--- src/hw/rtl/assert_macros.svh ---
// Assertion helper macros shared by the short-name encoder RTL.
// No dependencies; compiled out when SYNTHESIS is defined.
`ifndef ASSERT_MACROS_SVH
`define ASSERT_MACROS_SVH

`ifndef SYNTHESIS

// Check a condition at every clock edge outside reset.
`define ASSERT_ALWAYS(lbl, clk, rst, expr) \
   lbl: assert property (@(posedge clk) disable iff (rst) (expr)) \
      else $error("assertion failed: condition does not hold");

// Check that a consequent holds in the same cycle as its antecedent.
`define ASSERT_IMPLY(lbl, clk, rst, ante, cons) \
   lbl: assert property (@(posedge clk) disable iff (rst) (ante) |-> (cons)) \
      else $error("assertion failed: implication does not hold");

// Check that a consequent holds in the cycle after its antecedent.
`define ASSERT_NEXT(lbl, clk, rst, ante, cons) \
   lbl: assert property (@(posedge clk) disable iff (rst) (ante) |=> (cons)) \
      else $error("assertion failed: next-cycle implication does not hold");

`else

`define ASSERT_ALWAYS(lbl, clk, rst, expr)
`define ASSERT_IMPLY(lbl, clk, rst, ante, cons)
`define ASSERT_NEXT(lbl, clk, rst, ante, cons)

`endif

`endif

--- src/hw/rtl/snenc_pkg.sv ---
// Package for the short-name encoder: widths, character codes, item classes
// and the queue entry types shared by the front and back. No dependencies.
`default_nettype none

package snenc_pkg;

   localparam int CHR_W    = 8;
   localparam int NAME_LEN = 11;
   localparam int BASE_LEN = 8;
   localparam int EXT_LEN  = NAME_LEN - BASE_LEN;
   localparam int IDX_W    = $clog2(NAME_LEN + 1);
   localparam int BASE_W   = BASE_LEN * CHR_W;
   localparam int EXT_W    = EXT_LEN * CHR_W;

   localparam int QUEUE_DEPTH = 2;
   localparam int QPTR_W      = $clog2(QUEUE_DEPTH);
   localparam int QCNT_W      = $clog2(QUEUE_DEPTH + 1);

   localparam logic [CHR_W-1:0] CHR_NUL     = 8'h00;
   localparam logic [CHR_W-1:0] CHR_SPACE   = 8'h20;
   localparam logic [CHR_W-1:0] CHR_PRINT_LO = 8'h21;
   localparam logic [CHR_W-1:0] CHR_PRINT_HI = 8'h7E;
   localparam logic [CHR_W-1:0] CHR_QUOTE   = 8'h22;
   localparam logic [CHR_W-1:0] CHR_STAR    = 8'h2A;
   localparam logic [CHR_W-1:0] CHR_COMMA   = 8'h2C;
   localparam logic [CHR_W-1:0] CHR_DOT     = 8'h2E;
   localparam logic [CHR_W-1:0] CHR_SLASH   = 8'h2F;
   localparam logic [CHR_W-1:0] CHR_COLON   = 8'h3A;
   localparam logic [CHR_W-1:0] CHR_QMARK   = 8'h3F;
   localparam logic [CHR_W-1:0] CHR_LBRACK  = 8'h5B;
   localparam logic [CHR_W-1:0] CHR_RBRACK  = 8'h5D;
   localparam logic [CHR_W-1:0] CHR_LOWER_A = 8'h61;
   localparam logic [CHR_W-1:0] CHR_LOWER_Z = 8'h7A;
   localparam logic [CHR_W-1:0] CHR_PIPE    = 8'h7C;
   localparam logic [CHR_W-1:0] CASE_OFFSET = 8'h20;

   localparam logic STATUS_OK  = 1'b0;
   localparam logic STATUS_BAD = 1'b1;
   localparam logic TERM_NUL   = 1'b0;
   localparam logic TERM_SLASH = 1'b1;

   typedef enum logic [2:0] {
      CLS_CHAR,
      CLS_DOT,
      CLS_TERM_NUL,
      CLS_TERM_SLASH,
      CLS_BAD
   } cls_type;

   typedef struct packed {
      logic             start;
      cls_type          cls;
      logic [CHR_W-1:0] chr;
   } entry_type;

   typedef struct packed {
      logic      valid;
      entry_type entry;
   } head_type;

endpackage

`default_nettype wire

--- src/hw/rtl/snenc_req_if.sv ---
// Input channel of the short-name encoder: one path character per item.
// Depends on snenc_pkg for the character width.
`default_nettype none

interface snenc_req_if;
   logic                        valid;
   logic                        ready;
   logic [snenc_pkg::CHR_W-1:0] ch;
   logic                        start_req;

   modport source (output valid, output ch, output start_req, input ready);
   modport sink   (input valid, input ch, input start_req, output ready);
endinterface

`default_nettype wire

--- src/hw/rtl/snenc_rsp_if.sv ---
// Result channel of the short-name encoder: status, terminator and 8.3 name.
// Depends on snenc_pkg for the field widths.
`default_nettype none

interface snenc_rsp_if;
   logic                         valid;
   logic                         ready;
   logic                         status;
   logic                         terminator;
   logic [snenc_pkg::BASE_W-1:0] base_name;
   logic [snenc_pkg::EXT_W-1:0]  extension;

   modport source (output valid, output status, output terminator,
                   output base_name, output extension, input ready);
   modport sink   (input valid, input status, input terminator,
                   input base_name, input extension, output ready);
endinterface

`default_nettype wire

--- src/hw/rtl/snenc_front.sv ---
// Front end: accepts characters, classifies them and queues them for the back.
// Depends on snenc_pkg, snenc_req_if and assert_macros.svh.
`default_nettype none
`include "assert_macros.svh"

module snenc_front (
   input  wire logic           clock,
   input  wire logic           reset,
   snenc_req_if.sink           req_chan,
   input  wire logic           pop,
   output snenc_pkg::head_type head
);

   snenc_pkg::entry_type                 queue_ff [snenc_pkg::QUEUE_DEPTH];
   logic [snenc_pkg::QPTR_W-1:0]         wr_ptr_ff, wr_ptr_in;
   logic [snenc_pkg::QPTR_W-1:0]         rd_ptr_ff, rd_ptr_in;
   logic [snenc_pkg::QCNT_W-1:0]         count_ff, count_in;
   snenc_pkg::cls_type                   cls;
   logic [snenc_pkg::CHR_W-1:0]          chr_up;
   logic                                 forbidden;
   logic                                 push;

   // Classify the incoming character
   always_comb begin
      forbidden = (req_chan.ch == snenc_pkg::CHR_QUOTE) ||
                  (req_chan.ch >= snenc_pkg::CHR_STAR   && req_chan.ch <= snenc_pkg::CHR_COMMA) ||
                  (req_chan.ch == snenc_pkg::CHR_SLASH) ||
                  (req_chan.ch >= snenc_pkg::CHR_COLON  && req_chan.ch <= snenc_pkg::CHR_QMARK) ||
                  (req_chan.ch >= snenc_pkg::CHR_LBRACK && req_chan.ch <= snenc_pkg::CHR_RBRACK) ||
                  (req_chan.ch == snenc_pkg::CHR_PIPE);
      if (req_chan.ch == snenc_pkg::CHR_NUL) begin
         cls = snenc_pkg::CLS_TERM_NUL;
      end else if (req_chan.ch == snenc_pkg::CHR_SLASH) begin
         cls = snenc_pkg::CLS_TERM_SLASH;
      end else if (req_chan.ch < snenc_pkg::CHR_PRINT_LO ||
                   req_chan.ch > snenc_pkg::CHR_PRINT_HI) begin
         cls = snenc_pkg::CLS_BAD;
      end else if (req_chan.ch == snenc_pkg::CHR_DOT) begin
         cls = snenc_pkg::CLS_DOT;
      end else if (forbidden) begin
         cls = snenc_pkg::CLS_BAD;
      end else begin
         cls = snenc_pkg::CLS_CHAR;
      end
      if (req_chan.ch >= snenc_pkg::CHR_LOWER_A && req_chan.ch <= snenc_pkg::CHR_LOWER_Z) begin
         chr_up = req_chan.ch - snenc_pkg::CASE_OFFSET;
      end else begin
         chr_up = req_chan.ch;
      end
   end

   assign req_chan.ready = (count_ff != snenc_pkg::QCNT_W'(snenc_pkg::QUEUE_DEPTH));
   assign push           = req_chan.valid && req_chan.ready;

   // Queue pointers and fill count
   always_comb begin
      wr_ptr_in = wr_ptr_ff;
      rd_ptr_in = rd_ptr_ff;
      count_in  = count_ff;
      if (push) begin
         if (wr_ptr_ff == snenc_pkg::QPTR_W'(snenc_pkg::QUEUE_DEPTH - 1)) begin
            wr_ptr_in = '0;
         end else begin
            wr_ptr_in = wr_ptr_ff + snenc_pkg::QPTR_W'(1);
         end
      end
      if (pop) begin
         if (rd_ptr_ff == snenc_pkg::QPTR_W'(snenc_pkg::QUEUE_DEPTH - 1)) begin
            rd_ptr_in = '0;
         end else begin
            rd_ptr_in = rd_ptr_ff + snenc_pkg::QPTR_W'(1);
         end
      end
      if (push && !pop) begin
         count_in = count_ff + snenc_pkg::QCNT_W'(1);
      end else if (pop && !push) begin
         count_in = count_ff - snenc_pkg::QCNT_W'(1);
      end
   end

   always_ff @(posedge clock) begin
      if (reset) begin
         wr_ptr_ff <= '0;
         rd_ptr_ff <= '0;
         count_ff  <= '0;
      end else begin
         wr_ptr_ff <= wr_ptr_in;
         rd_ptr_ff <= rd_ptr_in;
         count_ff  <= count_in;
      end
   end

   always_ff @(posedge clock) begin
      if (push) begin
         queue_ff[wr_ptr_ff] <= '{start: req_chan.start_req, cls: cls, chr: chr_up};
      end
   end

   assign head.valid = (count_ff != '0);
   assign head.entry = queue_ff[rd_ptr_ff];

   `ASSERT_ALWAYS(a_count_bound, clock, reset, count_ff <= snenc_pkg::QCNT_W'(snenc_pkg::QUEUE_DEPTH))
   `ASSERT_IMPLY(a_pop_needs_item, clock, reset, pop, count_ff != '0)
   `ASSERT_NEXT(a_push_grows, clock, reset, push && !pop, count_ff == $past(count_ff) + snenc_pkg::QCNT_W'(1))

endmodule

`default_nettype wire

--- src/hw/rtl/snenc_back.sv ---
// Back end: applies queued character classes to the name buffer and registers
// the result. Depends on snenc_pkg, snenc_rsp_if and assert_macros.svh.
`default_nettype none
`include "assert_macros.svh"

module snenc_back (
   input  wire logic                clock,
   input  wire logic                reset,
   input  wire snenc_pkg::head_type head,
   output logic                     pop,
   snenc_rsp_if.source              rsp_chan
);

   logic [snenc_pkg::CHR_W-1:0] name_ff [snenc_pkg::NAME_LEN];
   logic [snenc_pkg::CHR_W-1:0] name_in [snenc_pkg::NAME_LEN];
   logic [snenc_pkg::IDX_W-1:0] write_index_ff, write_index_in;
   logic                        in_ext_ff, in_ext_in;
   logic                        active_ff, active_in;
   logic                        rsp_valid_ff, rsp_valid_in;
   logic                        status_ff, status_in;
   logic                        term_ff, term_in;
   logic [snenc_pkg::BASE_W-1:0] base_ff, base_in;
   logic [snenc_pkg::EXT_W-1:0]  ext_ff, ext_in;
   logic                         emit;
   logic                         at_limit;

   // Take the next item whenever the output register is free or draining
   assign pop = head.valid && (!rsp_valid_ff || rsp_chan.ready);

   always_comb begin
      name_in        = name_ff;
      write_index_in = write_index_ff;
      in_ext_in      = in_ext_ff;
      active_in      = active_ff;
      emit           = 1'b0;
      status_in      = snenc_pkg::STATUS_BAD;
      term_in        = snenc_pkg::TERM_NUL;
      base_in        = '0;
      ext_in         = '0;
      at_limit       = 1'b0;
      if (pop) begin
         if (head.entry.start) begin
            for (int i = 0; i < snenc_pkg::NAME_LEN; i++) begin
               name_in[i] = snenc_pkg::CHR_SPACE;
            end
            write_index_in = '0;
            in_ext_in      = 1'b0;
            active_in      = 1'b1;
         end
         at_limit = in_ext_in ?
                    (write_index_in >= snenc_pkg::IDX_W'(snenc_pkg::NAME_LEN)) :
                    (write_index_in >= snenc_pkg::IDX_W'(snenc_pkg::BASE_LEN));
         if (active_in) begin
            case (head.entry.cls)
               snenc_pkg::CLS_TERM_NUL, snenc_pkg::CLS_TERM_SLASH: begin
                  emit      = 1'b1;
                  active_in = 1'b0;
                  if (write_index_in != '0) begin
                     status_in = snenc_pkg::STATUS_OK;
                     term_in   = (head.entry.cls == snenc_pkg::CLS_TERM_SLASH) ?
                                 snenc_pkg::TERM_SLASH : snenc_pkg::TERM_NUL;
                     for (int i = 0; i < snenc_pkg::BASE_LEN; i++) begin
                        base_in[snenc_pkg::BASE_W - 1 - i * snenc_pkg::CHR_W -: snenc_pkg::CHR_W]
                           = name_in[i];
                     end
                     for (int i = 0; i < snenc_pkg::EXT_LEN; i++) begin
                        ext_in[snenc_pkg::EXT_W - 1 - i * snenc_pkg::CHR_W -: snenc_pkg::CHR_W]
                           = name_in[snenc_pkg::BASE_LEN + i];
                     end
                  end
               end
               snenc_pkg::CLS_DOT: begin
                  if (!in_ext_in) begin
                     write_index_in = snenc_pkg::IDX_W'(snenc_pkg::BASE_LEN);
                     in_ext_in      = 1'b1;
                  end else begin
                     emit      = 1'b1;
                     active_in = 1'b0;
                  end
               end
               snenc_pkg::CLS_CHAR: begin
                  if (at_limit) begin
                     emit      = 1'b1;
                     active_in = 1'b0;
                  end else begin
                     for (int i = 0; i < snenc_pkg::NAME_LEN; i++) begin
                        if (write_index_in == snenc_pkg::IDX_W'(i)) begin
                           name_in[i] = head.entry.chr;
                        end
                     end
                     write_index_in = write_index_in + snenc_pkg::IDX_W'(1);
                  end
               end
               default: begin
                  emit      = 1'b1;
                  active_in = 1'b0;
               end
            endcase
         end
      end
      rsp_valid_in = (rsp_valid_ff && !rsp_chan.ready) || emit;
   end

   always_ff @(posedge clock) begin
      if (reset) begin
         for (int i = 0; i < snenc_pkg::NAME_LEN; i++) begin
            name_ff[i] <= snenc_pkg::CHR_SPACE;
         end
         write_index_ff <= '0;
         in_ext_ff      <= 1'b0;
         active_ff      <= 1'b0;
         rsp_valid_ff   <= 1'b0;
      end else begin
         name_ff        <= name_in;
         write_index_ff <= write_index_in;
         in_ext_ff      <= in_ext_in;
         active_ff      <= active_in;
         rsp_valid_ff   <= rsp_valid_in;
      end
   end

   // Result payload: load only when a new result is produced
   always_ff @(posedge clock) begin
      if (emit) begin
         status_ff <= status_in;
         term_ff   <= term_in;
         base_ff   <= base_in;
         ext_ff    <= ext_in;
      end
   end

   assign rsp_chan.valid      = rsp_valid_ff;
   assign rsp_chan.status     = status_ff;
   assign rsp_chan.terminator = term_ff;
   assign rsp_chan.base_name  = base_ff;
   assign rsp_chan.extension  = ext_ff;

   `ASSERT_ALWAYS(a_index_bound, clock, reset, write_index_ff <= snenc_pkg::IDX_W'(snenc_pkg::NAME_LEN))
   `ASSERT_IMPLY(a_base_index, clock, reset, !in_ext_ff, write_index_ff <= snenc_pkg::IDX_W'(snenc_pkg::BASE_LEN))
   `ASSERT_IMPLY(a_no_pop_stalled, clock, reset, rsp_valid_ff && !rsp_chan.ready, !pop)

endmodule

`default_nettype wire

--- src/hw/rtl/short_name_8_3_encoder_top.sv ---
// Top level of the FAT 8.3 short-name encoder.
// Depends on snenc_pkg, snenc_req_if, snenc_rsp_if, snenc_front and snenc_back.
`default_nettype none

// Feed one path character per item on req_chan; set start_req on the first
// character of each name to clear the buffer and begin. The block takes one
// item per clock cycle for as long as results are taken. The item that ends
// a name is registered in the front queue when accepted; the back works on
// it while it sits at the head of that queue, and the result lands in the
// back's output register, which drives rsp_chan and from which it can be
// taken once rsp_chan.valid is high. The front
// classifies each character (terminator, dot, plain, bad) and raises lower
// case; a two-entry queue sits between it and the back, which owns the
// eleven-byte name buffer, the write index and the base/extension flag. When
// the output register is full and not being taken, the back holds and the
// queue absorbs up to two further items before req_chan.ready drops. A NUL
// or slash after at least one character or dot gives status 0 with the
// space-padded base and extension, first character in the top byte; any bad
// character, second dot, overflow or empty name gives status 1 with all other
// fields zero. After either result, items are dropped until the next start.

module short_name_8_3_encoder_top (
   input wire logic    clock,
   input wire logic    reset,
   snenc_req_if.sink   req_chan,
   snenc_rsp_if.source rsp_chan
);

   // Queue head seen by the back, and the back's take strobe
   snenc_pkg::head_type head;
   logic                pop;

   snenc_front u_front (
      .clock    (clock),
      .reset    (reset),
      .req_chan (req_chan),
      .pop      (pop),
      .head     (head)
   );

   snenc_back u_back (
      .clock    (clock),
      .reset    (reset),
      .head     (head),
      .pop      (pop),
      .rsp_chan (rsp_chan)
   );

endmodule

`default_nettype wire

--- src/flat_wrapper.sv ---
// flat-port wrapper written by rule: the top's interface ports become plain ports
module short_name_8_3_encoder_top_flat 
  (clock, reset, req_chan_valid, req_chan_ch, req_chan_start_req, req_chan_ready, rsp_chan_valid, rsp_chan_status, rsp_chan_terminator, rsp_chan_base_name, rsp_chan_extension, rsp_chan_ready);
  snenc_req_if req_chan_i ();
  snenc_rsp_if rsp_chan_i ();
  input wire logic clock;
  input wire logic reset;
  input wire logic [$bits(req_chan_i.valid)-1:0] req_chan_valid;
  input wire logic [$bits(req_chan_i.ch)-1:0] req_chan_ch;
  input wire logic [$bits(req_chan_i.start_req)-1:0] req_chan_start_req;
  output wire logic [$bits(req_chan_i.ready)-1:0] req_chan_ready;
  output wire logic [$bits(rsp_chan_i.valid)-1:0] rsp_chan_valid;
  output wire logic [$bits(rsp_chan_i.status)-1:0] rsp_chan_status;
  output wire logic [$bits(rsp_chan_i.terminator)-1:0] rsp_chan_terminator;
  output wire logic [$bits(rsp_chan_i.base_name)-1:0] rsp_chan_base_name;
  output wire logic [$bits(rsp_chan_i.extension)-1:0] rsp_chan_extension;
  input wire logic [$bits(rsp_chan_i.ready)-1:0] rsp_chan_ready;
  assign req_chan_i.valid = req_chan_valid;
  assign req_chan_i.ch = req_chan_ch;
  assign req_chan_i.start_req = req_chan_start_req;
  assign req_chan_ready = req_chan_i.ready;
  assign rsp_chan_valid = rsp_chan_i.valid;
  assign rsp_chan_status = rsp_chan_i.status;
  assign rsp_chan_terminator = rsp_chan_i.terminator;
  assign rsp_chan_base_name = rsp_chan_i.base_name;
  assign rsp_chan_extension = rsp_chan_i.extension;
  assign rsp_chan_i.ready = rsp_chan_ready;
  short_name_8_3_encoder_top u_core (.clock(clock), .reset(reset), .req_chan(req_chan_i), .rsp_chan(rsp_chan_i));
endmodule
--- config.mk ---
export PLATFORM = sky130hd
export DESIGN_NAME = short_name_8_3_encoder_top_flat
export DESIGN_NICKNAME = d
export VERILOG_FILES = /design/src/hw/rtl/snenc_pkg.sv /design/src/hw/rtl/snenc_req_if.sv /design/src/hw/rtl/snenc_rsp_if.sv /design/src/hw/rtl/snenc_front.sv /design/src/hw/rtl/snenc_back.sv /design/src/hw/rtl/short_name_8_3_encoder_top.sv /design/src/flat_wrapper.sv
export VERILOG_INCLUDE_DIRS = /design/src /design/src/hw/rtl
export SDC_FILE = /design/constraint.sdc
export NUM_CORES = 1
export LEC_CHECK = 0
export ABC_CLOCK_PERIOD_IN_PS = 6300
export BUFFER_PORTS_ARGS = -buffer_cell sky130_fd_sc_hd__buf_2
export CAP_MARGIN = 20
export CORE_UTILIZATION = 53
export CTS_CLUSTER_SIZE = 30
export DETAILED_ROUTE_END_ITERATION = 8
export PLACE_DENSITY = 0.85
export SYNTH_ARGS = -nofsm -noshare
export SYNTH_HDL_FRONTEND = slang
export SYNTH_HIERARCHICAL = 1
export SYNTH_SLANG_ARGS = --single-unit
--- constraint.sdc ---
create_clock -name clock -period 6.3 [get_ports clock]
set_clock_uncertainty 0.15 [all_clocks]
set_input_delay 0.315 -clock clock [delete_from_list [all_inputs] [get_ports clock]]
set_output_delay 0.315 -clock clock [all_outputs]
set_load 0.005 [all_outputs]
### Yosys cells after proc, flatten, opt, wreduce, memory -nomap -nowiden

Memory sizes are Yosys's and may differ from the RTL's. A register that Yosys moved wholly into a read port is not among the register bits.
Cells that the tools add are included.

* register bits after elaboration: 189
* bits in writable memories: 24
* output and inout port bits: 92
* memories: 1

* $add $sub $neg: 6
* order comparisons: 12
* eq/ne operators: 18
* multiplexer cells: 53
* reduce and logical (&&, ||, !) cells: 30

Memory list
* u_core.u_front.queue_ff: depth 2, bits a word 12, read ports 1, clocked after Yosys merged registers in 1, write ports 1, RTL line snenc_front.sv:14 `snenc_pkg::entry_type queue_ff [snenc_pkg::QUEUE_DEPTH];`

Operators by type and width (number)
* 2-to-1 mux 88 bit: 4
* 2-to-1 mux 8 bit: 12
* == test 8 x 6 -> 1 bit, second input constant: 3
* 2-to-1 mux 1 bit: 22
* 2-to-1 mux 4 bit: 5
* == test 4 x 3 -> 1 bit, second input constant: 4
* greater-or-equal comparator 8 x 6 -> 1 bit, second input constant: 2
* greater-or-equal comparator 8 x 7 -> 1 bit, second input constant: 2
* less-or-equal comparator 8 x 6 -> 1 bit, second input constant: 2
* less-or-equal comparator 8 x 7 -> 1 bit, second input constant: 2
* 2-to-1 mux 3 bit: 5
* == test 4 bit, second input constant: 3
* logical AND 1 bit: 9
* == test 4 x 2 -> 1 bit, second input constant: 2
* == test 8 x 7 -> 1 bit, second input constant: 1
* greater-or-equal comparator 4 bit, second input constant: 2
* greater-than comparator 8 x 7 -> 1 bit, second input constant: 1
* logical NOT 8 bit: 1
* logical OR 1 bit: 8
* < comparator 8 x 6 -> 1 bit, second input constant: 1
* case mux 4 bit (2 select lines): 1
* subtractor 8 x 6 -> 8 bit, second input constant: 1
* == test 3 x 2 -> 1 bit, second input constant: 2
* adder 4 x 1 -> 4 bit, second input constant: 1
* 16 further kinds: 23

### Logic depth before layout (Yosys ltp)

* word-level depth: 12
* mapped depth: 12
* depth with buffers taken out: 8

### By module

Netlist, hierarchy kept.

By module, submodules not included
* snenc_back: instances 1, cells each 585, area each 7234.4 um2
* snenc_front: instances 1, cells each 108, area each 1402.6 um2

### Least setup slack after synthesis

OpenSTA, ideal clock, no wires.

* kind: register -> register
* from: register (tool-made name)
* to: register u_core.u_back.base_ff, in the netlist u_core/u_back/rsp_chan.base_name[0], enable pin
* data arrival time: 3.888 ns
* path slack: 1.819 ns
* stages on the path, launching flop included: 11
* path buffers: 3
* period minus slack after synthesis: 4.481 ns
* cells stage by stage: dfxtp_1 > mux2_2 > buf_4 > buf_2 > buf_2 > nor2b_1 > ha_1 > or4b_4 > o2111a_1 > o311ai_2 > inv_1

RTL lines
* to (signal assigned): RTL line snenc_back.sv:127 `base_ff <= base_in;`
* to (decl): RTL line snenc_back.sv:22 `logic [snenc_pkg::BASE_W-1:0] base_ff, base_in;`

==> run summary <==
initial DRC count = 523
postcts setup bufs = 0
top-area cell type share of the netlist area = 39.6%
maximum clock rate = 242 MHz
post-route ant nets = 0
share of layout cells above drive strength 1 = 22.4%
placed cell count = 978
# diodes = 0
Final Worst Setup Slack = 2.17 ns
total core area = 0.0159 sq mm
CP bufs+invs = 3
DR WL/cell = 17.7 microns
residual DRC count = 0
Worst EP required = 6.34 ns
Worst path depth = 9
sequential share of power = 45.2%
critical path fanouts, max = 40
final hold violation count = 0
Crit-path slowest cell = dfxtp_1
Slew @ Worst Pin = 1.05 ns
Yosys reg bits = 214
fillers = 1,242
Synth Instances = 693
die width = 130 microns
final instance area = 0.0100 sq mm
Cell Int Power = 2.79 mW
Cell Pwr Density = 398 mW/mm^2
Core Util, Final = 63.0%
Tot Pwr = 3.99 mW
Via Count = 5,796
CP endpoint kind = register
HPWL after DPL = 11,800 microns
Placed Area = 0.00927 sq mm
GRT Util Overall = 21.2%
Primary FF master, synth = edfxtp_1
number of global-route vias before repair = 5,311
Resize count post-CTS = 0
Overflow after GRT = 0
P_leak = 3.95 nW
combinational fraction of design power = 22.4%
global placer's final weighted congestion = 0.963
Final Non-Filler Cells = 1,018
Final min period = 4.13 ns
Slew Viols, Final = 0
setup violators final = 0
pre-CTS WS = 2.26 ns
Die Y = 130 microns
CTS tree = yes
WHS = 0.0210 ns
CP Launch Type = register
CTS buffer count = 21
Layout Area Growth over Synthesis = 15.8%
Arr. time, crit path = 4.17 ns
Syn Std Cell Area = 0.00864 sq mm
run status = finished, final reports clean
Detailed Route WL = 18,000 microns
Sw Share = 30.0%
Netlist cell types = 79
Ys Warns = 6
Synth area leader = edfxtp_1
Max Cap Viol = 0
most common cell after layout, fill and taps aside = edfxtp_1
Worst-path clk slew = 0.06 ns
EDFF count, synth = 114
Ports = 105
RSZ-0062 raised after global routing = false
H-Tree Depth = 1
gate family responsible for the most delay along the worst path = simple AND/OR/NAND/NOR gates
routed vias/inst = 5.69
worst relative slew slack = 29.8%
number of buffers inserted by port buffering = 104
period utilization = 65.5%
Multi-input gate area = 0.00294 sq mm
type of the worst setup path = register to register
FF+latch area = 0.00543 sq mm
Post-Syn Nets = 714
CP Cell Sequence = mux2_2 > nand2b_1 > inv_1 > ha_1 > or4b_4 > o2111a_1 > o311ai_2 > clkinv_2 > buf_4
worst r2r path cells = 9
maximum vdd drop = 0.227 mV
clk sinks = 214
post-synthesis async set-or-reset flop share = 0%
Pre-antenna DRT Iters = 6
Root Driver = clkbuf_16
critical path's largest stage delay = 0.65 ns
clock buffer depth = 3
largest net degree at the start of global routing = 50
initial core utilization = 54.4%
# nets final = 808
Avg Inst Size Synth = 12.5 sq um
cell row count = 46
antenna violations before repair = 0
sequential share of the synthesized area = 62.8%
first-pass GRT wire length = 27,700 microns
die area = 0.0168 sq mm
Clock power frac = 32.4%
top post-synthesis cells by area = edfxtp_1 40%, dfxtp_1 23%, and2_1 5.7%, a22o_1 2.9%, mux2i_1 2.9%
HP Class = input port to register
Worst-Skew Late Latency = 0.49 ns
Sw Pwr = 1.20 mW
Setup TNS = 0 ns
WHS Path Cells = 1
most frequent cells in the layout = 114 x edfxtp_1, 104 x buf_2, 100 x dfxtp_1
-- registers in the layout, summed over array words and instances, names as in the netlist, named ones only --
register                           cells
u_core/u_back/write_index_ff           4
u_core/u_back/in_ext_ff                1
u_core/u_back/rsp_chan.valid           1
u_core/u_back/rsp_chan.extension      24
u_core/u_back/rsp_chan.terminator      1
u_core/u_back/active_ff                1
u_core/u_back/rsp_chan.status          1
u_core/u_front/wr_ptr_ff               1
u_core/u_back/rsp_chan.base_name      64
u_core/u_back/name_ff                 88
u_core/u_front/queue_ff               24
u_core/u_front/rd_ptr_ff               1
u_core/u_front/count_ff                2
-- what timing repair did --
action | 4_1_cts | 5_1_grt
endpoints found under the hold margin | 4 | 0
endpoints found under the setup margin | 0 | 0
hold buffers | 2 | 0
-- final timing paths --
path | start | endpoint | slack [ns]
hold reg to reg | u_core/u_back/name_ff[46] | u_core/u_back/name_ff[46] | 0.31
setup / recovery | register | u_core/u_back/rsp_chan.extension[3] | 2.17
setup reg to reg | register | u_core/u_back/rsp_chan.extension[3] | 2.17
hold / removal | req_chan_ch[1] | u_core/u_front/queue_ff[1][1] | 0.02
-- routing by layer --
metal | up-vias | share of wire (%) | GRT usage [%]
li1 | 2741 | - | -
met1 | 2757 | 43 | 29.1
met2 | 252 | 47 | 34.3
met3 | 46 | 6.7 | 3.55
met4 | 0 | 2.9 | 7.11
met5 | - | 0 | 0
-- layout make-up --
type | instances | area share, %
well taps | 216 | 2.70
inverters | 20 | 0.763
clock buffers | 27 | 5.58
flip-flops and latches | 214 | 54.2
repair buffers | 111 | 5.78
multi-input cells | 419 | 29.4
clock inverters | 11 | 1.58
-- cells by family (layout without fill, tap and decap cells) --
kind of cell	count (synthesis)	after routing	share of synthesized area, %
AOI/OAI and AO/OA	131	131	11.9
xor gates and xnor gates	4	4	0.406
adders and majority gates	8	8	1.16
buffers and inverters	60	169	3.14
DFF	214	214	62.8
muxes	37	37	4.46
and+or+nand+nor	239	239	16.1
-- synth_stat cells (all sizes together), types with 4 or more instances --
master   instances
nor2b            9
ha               8
o2bb2ai         16
mux2            12
and2            79
nor2            26
inv             19
nor4             4
edfxtp         114
a22oi            6
or2              4
o22ai            4
nand2           47
mux2i           25
a21oi           26
clkbuf          18
nand3           14
nor3            11
buf             22
o2111ai          5
o21ai           11
and3             4
dfxtp          100
nand2b           6
nor3b            6
nand4           13
a31oi            6
a22o            29
-- power groups by stage --
stage	clock network, mW	logic, mW	registers, mW
floorplan	0	0.548	1.85
global placement	0	0.861	1.83
detailed placement	0	0.873	1.84
CTS	1.31	0.879	1.81
global route	1.36	0.966	1.82
finish	1.29	0.891	1.80
(Power assumes the default switching activity.)
